## config.mk

```make
export PLATFORM = sky130hd
export DESIGN_NAME = signed_int_to_decimal_ascii
export DESIGN_NICKNAME = d
export VERILOG_FILES = /design/src/sv/sida_pkg.sv /design/src/sv/signed_int_to_decimal_ascii.sv
export SDC_FILE = /design/constraint.sdc
export NUM_CORES = 1
export LEC_CHECK = 0
export BUFFER_PORTS_ARGS = -buffer_cell sky130_fd_sc_hd__buf_2
export CORE_MARGIN = 1
export CORE_UTILIZATION = 40
export DETAILED_ROUTE_END_ITERATION = 8
export HOLD_SLACK_MARGIN = 0.12
export SETUP_SLACK_MARGIN = 0.05
export SYNTH_ARGS = -nofsm -noshare
export SYNTH_HDL_FRONTEND = slang
export SYNTH_SLANG_ARGS = --single-unit
```

## constraint.sdc

```tcl
create_clock -name i_clk -period 3.8 [get_ports i_clk]
set_clock_uncertainty 0.15 [all_clocks]
set_input_delay 0.76 -clock i_clk [delete_from_list [all_inputs] [get_ports i_clk]]
set_output_delay 0.76 -clock i_clk [all_outputs]
set_load 0.05 [all_outputs]
```

## src/sv/sida_pkg.sv

```systemverilog
// ----------------------------------------------------------------------------
// sida_pkg: shared constants for the signed decimal text formatter
// ASCII codes and BCD correction values used by the block and its checker.
// ----------------------------------------------------------------------------
package sida_pkg;

    // ASCII codes of the characters the block can emit.
    localparam logic [7:0] ASCII_ZERO  = 8'd48;
    localparam logic [7:0] ASCII_NINE  = 8'd57;
    localparam logic [7:0] ASCII_MINUS = 8'd45;

    // Shift-add-3 correction: a BCD digit of five or more gets three added
    // before the next left shift.
    localparam logic [3:0] BCD_ADJ_MIN = 4'd5;
    localparam logic [3:0] BCD_ADJ_ADD = 4'd3;

endpackage

```

## src/sv/signed_int_to_decimal_ascii.sv

```systemverilog
// ----------------------------------------------------------------------------
// signed_int_to_decimal_ascii: signed integer to decimal ASCII text
// Converts one two's-complement integer to its decimal text, most significant
// digit first, with a leading '-' for negative values and the last character
// marked.
// ----------------------------------------------------------------------------
//
//  Channel   Direction  Handshake          Payload
//  -------   ---------  -----------------  ------------------------------
//  input     in         i_valid / o_stall  i_value (VALUE_WIDTH, signed)
//  output    out        o_valid / i_stall  o_char_code (8), o_last_char
//
// One input word is accepted in idle, then converted with one shift-add-3
// step per magnitude bit in a single shared BCD adjust/shift unit. Leading
// zeros are then dropped one per cycle, the zero skip is left, a '-' is
// emitted for a negative value, and the remaining digits are emitted one per
// cycle while the output does not stall. Output stalls hold the character
// register and pause the sequencer only while it emits the sign or a digit.
// Reset is synchronous and active low; it returns the sequencer to idle and
// empties the output register. The block takes a new word once the last
// character of the previous word sits in the output register.

module signed_int_to_decimal_ascii #(
    parameter int VALUE_WIDTH = 32
) (
    input  logic                          i_clk,
    input  logic                          i_rst_n,
    // Input channel.
    input  logic                          i_valid,
    output logic                          o_stall,
    input  logic signed [VALUE_WIDTH-1:0] i_value,
    // Output channel.
    output logic                          o_valid,
    input  logic                          i_stall,
    output logic [7:0]                    o_char_code,
    output logic                          o_last_char
);

    // Decimal digits needed for a VALUE_WIDTH-bit magnitude.
    localparam int DIGITS = (VALUE_WIDTH * 30103) / 100000 + 1;
    localparam int BCD_W  = 4 * DIGITS;
    localparam int CNT_W  = $clog2(VALUE_WIDTH);
    localparam int LEFT_W = $clog2(DIGITS + 1);

    typedef enum logic [2:0] {
        S_IDLE,
        S_CONV,
        S_SKIP,
        S_SIGN,
        S_EMIT
    } t_state;

    t_state                 r_state, n_state;
    logic [VALUE_WIDTH-1:0] r_mag, n_mag;
    logic [BCD_W-1:0]       r_bcd, n_bcd;
    logic [CNT_W-1:0]       r_count, n_count;
    logic [LEFT_W-1:0]      r_left, n_left;
    logic                   r_neg, n_neg;
    logic                   r_out_valid, n_out_valid;
    logic [7:0]             r_out_char, n_out_char;
    logic                   r_out_last, n_out_last;

    logic                   w_accept;
    logic                   w_slot;
    logic [BCD_W-1:0]       w_bcd_adj;
    logic [3:0]             w_top;

    assign o_stall     = (r_state != S_IDLE);
    assign o_valid     = r_out_valid;
    assign o_char_code = r_out_char;
    assign o_last_char = r_out_last;

    assign w_accept = i_valid && (r_state == S_IDLE);
    // The output register can take a character this cycle.
    assign w_slot   = !r_out_valid || !i_stall;
    assign w_top    = r_bcd[BCD_W-1 -: 4];

    // Shared unit: add three to every BCD digit of five or more.
    always_comb begin
        for (int d = 0; d < DIGITS; d++) begin
            if (r_bcd[4*d +: 4] >= sida_pkg::BCD_ADJ_MIN) begin
                w_bcd_adj[4*d +: 4] = r_bcd[4*d +: 4] + sida_pkg::BCD_ADJ_ADD;
            end else begin
                w_bcd_adj[4*d +: 4] = r_bcd[4*d +: 4];
            end
        end
    end

    // Sequencer next-state and datapath control.
    always_comb begin
        n_state     = r_state;
        n_mag       = r_mag;
        n_bcd       = r_bcd;
        n_count     = r_count;
        n_left      = r_left;
        n_neg       = r_neg;
        n_out_valid = r_out_valid && i_stall;
        n_out_char  = r_out_char;
        n_out_last  = r_out_last;

        unique case (r_state)
            S_IDLE: begin
                if (w_accept) begin
                    n_neg   = i_value[VALUE_WIDTH-1];
                    // The magnitude is unsigned, so the most negative value
                    // comes out right.
                    n_mag   = i_value[VALUE_WIDTH-1] ? (~i_value + 1'b1) : i_value;
                    n_bcd   = '0;
                    n_count = '0;
                    n_left  = LEFT_W'(DIGITS);
                    n_state = S_CONV;
                end
            end
            S_CONV: begin
                // One shift-add-3 step per magnitude bit, MSB first.
                n_bcd   = {w_bcd_adj[BCD_W-2:0], r_mag[VALUE_WIDTH-1]};
                n_mag   = {r_mag[VALUE_WIDTH-2:0], 1'b0};
                n_count = r_count + 1'b1;
                if (r_count == CNT_W'(VALUE_WIDTH - 1)) begin
                    n_state = S_SKIP;
                end
            end
            S_SKIP: begin
                // Drop leading zeros, but always keep the units digit.
                if ((w_top == 4'd0) && (r_left > LEFT_W'(1))) begin
                    n_bcd  = {r_bcd[BCD_W-5:0], 4'd0};
                    n_left = r_left - 1'b1;
                end else if (r_neg) begin
                    n_state = S_SIGN;
                end else begin
                    n_state = S_EMIT;
                end
            end
            S_SIGN: begin
                if (w_slot) begin
                    n_out_valid = 1'b1;
                    n_out_char  = sida_pkg::ASCII_MINUS;
                    n_out_last  = 1'b0;
                    n_state     = S_EMIT;
                end
            end
            S_EMIT: begin
                if (w_slot) begin
                    n_out_valid = 1'b1;
                    n_out_char  = sida_pkg::ASCII_ZERO + {4'd0, w_top};
                    n_out_last  = (r_left == LEFT_W'(1));
                    n_bcd       = {r_bcd[BCD_W-5:0], 4'd0};
                    n_left      = r_left - 1'b1;
                    if (r_left == LEFT_W'(1)) begin
                        n_state = S_IDLE;
                    end
                end
            end
            default: begin
                n_state = S_IDLE;
            end
        endcase
    end

    // State, datapath and output registers.
    always_ff @(posedge i_clk) begin
        if (!i_rst_n) begin
            r_state     <= S_IDLE;
            r_out_valid <= 1'b0;
        end else begin
            r_state     <= n_state;
            r_out_valid <= n_out_valid;
        end
        r_mag      <= n_mag;
        r_bcd      <= n_bcd;
        r_count    <= n_count;
        r_left     <= n_left;
        r_neg      <= n_neg;
        r_out_char <= n_out_char;
        r_out_last <= n_out_last;
    end

endmodule

```

## Yosys cells after proc, flatten, opt, wreduce, memory -nomap -nowiden

Cells that the tools add are included.
W data, S select, Z words.

| storage, ports and cells | value |
|---|---|
| bits in registers | 95 |
| bits of input ports | 36 |
| output and inout port bits | 11 |
| word-level logic and storage cells | 107 |

| operators by class | value |
|---|---|
| $add $sub $neg | 14 |
| order comparisons | 11 |
| equal/unequal tests | 13 |
| multiplexer cells | 39 |
| bitwise gates (word level) | 1 |
| reductions and logical operators | 20 |

Operators by type and width:

| kind | count |
|---|---|
| $pmux W40 S4 | 1 |
| $mux W40 | 3 |
| $mux W32 | 2 |
| $pmux W32 S2 | 1 |
| $mux W4 | 12 |
| $ge A4 B3 Y1 const B | 10 |
| $add A4 B2 Y4 const B | 9 |
| $add A32 B1 Y32 const B | 1 |
| $not A32 Y32 | 1 |
| $mux W3 | 8 |
| $mux W8 | 2 |
| $pmux W8 S2 | 1 |
| $pmux W3 S5 | 1 |
| $ne A2 B2 Y1 const B | 7 |
| $pmux W4 S3 | 1 |
| $pmux W5 S2 | 1 |
| $reduce_and A4 Y1 | 2 |
| $add A6 B4 Y7 const A | 1 |
| $eq A3 B2 Y1 const B | 2 |
| $reduce_and A6 Y1 | 1 |
| $reduce_bool A3 Y1 | 2 |
| $add A5 B1 Y5 const B | 1 |
| $eq A5 B5 Y1 const B | 1 |
| $mux W5 | 1 |
| other kinds (18) | 26 |

## Longest topological paths before layout

| depth | value |
|---|---|
| depth in word-level cells | 5 |
| gate-level depth with buffers | 8 |
| gate-level depth less buffers | 8 |

## Worst setup path before layout

Ideal clock, no wire load.

| path | value |
|---|---|
| kind | reg2reg |
| start | register r_bcd[36] |
| end | register r_bcd[0] (enable) |
| library setup time | 0.437 ns |
| data arrival time | 2.963 ns |
| data required time | 3.213 ns |
| setup slack | 0.249 ns |
| stages on the path, launching flop included | 8 |
| buffers on the path | 0 |
| clock period less this slack | 3.551 ns |
| cells stage by stage | edfxtp_1 inv_1 ha_1 nor3b_1 o311ai_0 a21oi_1 nor2_1 nor2_1 |

| between the ends | value |
|---|---|
| word-level cells in the longest chain between the ends | 4 |

Ends and longest elaborated chain:

| item | RTL line | text |
|---|---|---|
| start, declared | signed_int_to_decimal_ascii.sv:55 | `logic [BCD_W-1:0] r_bcd, n_bcd;` |
| start signal, assigned | signed_int_to_decimal_ascii.sv:170 | `r_bcd <= n_bcd;` |
| $logic_not A4 Y1 | signed_int_to_decimal_ascii.sv:125 | `if ((w_top == 4'd0) && (r_left > LEFT_W'(1))) begin` |
| $logic_and A1 B1 Y1 | signed_int_to_decimal_ascii.sv:125 |  |
| $ne A2 B2 Y1 (no line) | -- |  |
| $reduce_and A4 Y1 (no line) | -- |  |

No other way between the ends.
A chain may end at the register's enable or synchronous reset.

## Final worst setup path

| path | value |
|---|---|
| start | input port i_value[6] |
| end | register r_mag[27], data pin |

| between the ends | value |
|---|---|
| word-level cells in the longest chain between the ends | 5 |

Ends and longest elaborated chain:

| item | RTL line | text |
|---|---|---|
| start, declared | signed_int_to_decimal_ascii.sv:31 | `input logic signed [VALUE_WIDTH-1:0] i_value,` |
| $not A32 Y32 | signed_int_to_decimal_ascii.sv:107 | `n_mag = i_value[VALUE_WIDTH-1] ? (~i_value + 1'b1) : i_value;` |
| $add A32 B1 Y32 | signed_int_to_decimal_ascii.sv:107 |  |
| $mux W32 | signed_int_to_decimal_ascii.sv:107 |  |
| $mux W32 | signed_int_to_decimal_ascii.sv:103 | `if (w_accept) begin` |
| $pmux W32 S2 | signed_int_to_decimal_ascii.sv:101 | `unique case (r_state)` |
| via n_mag[27] | signed_int_to_decimal_ascii.sv:54 | `logic [VALUE_WIDTH-1:0] r_mag, n_mag;` |
| end signal, assigned | signed_int_to_decimal_ascii.sv:169 | `r_mag <= n_mag;` |
| end, declared | signed_int_to_decimal_ascii.sv:54 |  |

The timed path passes the listed nets, and every way through them passes these cells. The select of a mux whose other input is x is not followed.

==> run metrics <==
Crit path buffers/inverters=1; post-synthesis area per instance=around 9.9 um^2; Startpoint Class=input pin; Core Area=0.0133 mm^2; status=completed; Max Freq=0.378 GHz; power density over cell area=around 780 mW/mm^2; Die H=119 um; worst r2r src=r_bcd[36]; die area=~0.014 mm^2; fin crit share=69.6%; Setup crit end kind=flop; GRT Util Overall=between 10% and 20%; P_leak=2.27 nW; Synthesis Warnings=0; dpl cell area=~0.006 mm^2; CP delay by family, top=simple AND/OR/NAND/NOR gates; fin crit period=2.64 ns; Peak VDD IR=approximately 0.31 mV; Primary FF master, synth=edfxtp_1; top cells by area, synth=edfxtp_1, o21ai_0, ha_1; number of synthesized flops with an enable pin=88; Slew Viols, Final=0; flops & latches, synth=92; Root Driver=clkbuf_16; Non-Filler Cell Area, Final=0.00617 mm^2; drc violations=0; Worst-Skew Late Latency=approximately 0.34 ns; hold_buf cts=0; share of layout cells above drive strength 1=12.7%; Max Cap Viol=0; Num CTS Buffers=9; Initial Util=around 41%; GPL Wtd Cong=just under 0.8; CTS Buffer Depth=2; Syn Inst Count=552; largest net degree at the start of global routing=44; Clk pin slew, worst setup/hold paths=0.06 ns; crit path from=i_value[6]; final setup violation count=0; TritonCTS Sinks=92; count leader, synth=edfxtp_1; worst min path class=flop to flop; wire length per cell=around 14 um; Setup Crit Path Kind=input pin to flop; first-pass GRT wire length=18300 um; vias in the first global route=4003; Yosys cell types=53; sequential area share after synthesis=49.6%; ANT cells=0; FP Rows=42; FFs w/ async S/R, synth=0%; synthesis-to-layout area growth=12.5%; clock tree from TritonCTS=built; Synth top cells by count=edfxtp_1, nand2_1, o21ai_0, a21oi_1, nor2_1; setup TNS=0 ns; RSZ-0062 raised after global routing=no; postcts setup bufs=0; 1st-pass router iterations=5; Vias/cell=between 5 and 6; Synth area leader=edfxtp_1; Post-DP HPWL=a little over 7000 um; Slew @ Worst Pin=0.881 ns; crit path max-delay cell type=o41ai_1; initial antenna violation count=0; Final Hold Vio Count=0; IO buf count=43; H-tree lvl count=3; grt total ovfl=0; Via Count=3984; Hold Startpoint=r_mag[9]; Worst EP required=3.73 ns; Post-DRT Antenna Nets=0; Worst slew margin=41.2%; CP max stage delay=around 0.53 ns; CP max FO=12; die width=119 um; post-layout net count=645; post-synth top area share=48.2%; Post-Syn Area=0.00549 mm^2; Detailed Route Iter0 Violations=181; CP Cell Sequence=buf_2 -> nor4_1 -> nand4_1 -> o41ai_1 -> xor2_1 -> o21ai_0; Top Ports=47; Worst EP arrival=~2.6 ns; final wirelength=10500 um; PostCTS Resize Cnt=0
## worst reg2reg max path, cell delays in order (launching register included)
cell and delay, ns:
edfxtp_1 0.39, inv_1 0.12, ha_1 0.21, nor3b_1 0.29, o311ai_0 0.20, a21oi_1 0.21, nor2_1 0.09, nor2_4 0.08
buf_4 0.45
## state kept, by name, indices dropped and copies added (netlist names)
register	cells
r_mag	32
r_neg	1
r_bcd	40
r_left	4
o_valid	1
o_char_code	5
r_count	5
o_last_char	1
r_state	3
## report_power, final
| part | switching [mW] | internal, mW |
|---|---|---|
| combinational | 1.09 | 0.640 |
| clock | 0.370 | 0.567 |
| sequential | 0.323 | 1.80 |
## worst paths after layout
check        slack, ns  cells past startpoint   endpoint
min               0.38                      2  r_mag[10]
min reg2reg       0.38                      2  r_mag[10]
max reg2reg       1.21                      8  r_bcd[12]
max               1.16                      6  r_mag[27]
## area by class of cell
class,instances,area [um^2]
Multi-Input combinational cell,405,2550
Clock inverter,7,81.3
Fill cell,1261,7120
Clock buffer,9,225
Tap cell,176,220
Timing Repair Buffer,48,265
Sequential cell,92,2720
Inverter,28,105
## cells in the final DEF, fill, tap and decap left out, drive strengths merged, types with 15 or more instances in the layout
cell,n
buf,48
a21oi,44
nor3b,15
ha,25
inv,28
edfxtp,88
o31ai,17
xor2,33
o21ai,66
nor2,35
nand2,68
## layer usage
metal	global-route usage (%)	routed length, um	up-vias
met5	0	0	-
li1	-	-	2056
met4	6.65	158	0
met2	26.8	4820	71
met3	3.74	366	9
met1	19.7	5120	1848
## metrics by stage
| step | utilization [%] | instances | setup WS (ns) | hold WS, ns | power, mW |
|---|---|---|---|---|---|
| 2_1_floorplan | - | 553 | 0.249 | 0.343 | 3.42 |
| 3_3_place_gp | 44.1 | 749 | 0.862 | 0.353 | 3.82 |
| 3_5_place_dp | 44.1 | 749 | 0.774 | 0.361 | 3.89 |
| 4_1_cts | 46.4 | 765 | 1.15 | 0.378 | 4.86 |
| 5_1_grt | 46.4 | 765 | 0.962 | 0.408 | 5.19 |
| 6_report | 46.4 | 765 | 1.16 | 0.377 | 4.79 |
## kinds of logic after synthesis
group	Yosys count	synth area share, %
compound gates	153	16.7
xor+xnor	46	7.34
fa+ha+maj	25	5.70
buf+inv	56	4.10
flops	92	49.6
mux	1	0.182
other cells	2	0.137
simple gates	177	16.2
Note: power is estimated with default switching activity, not from simulation.
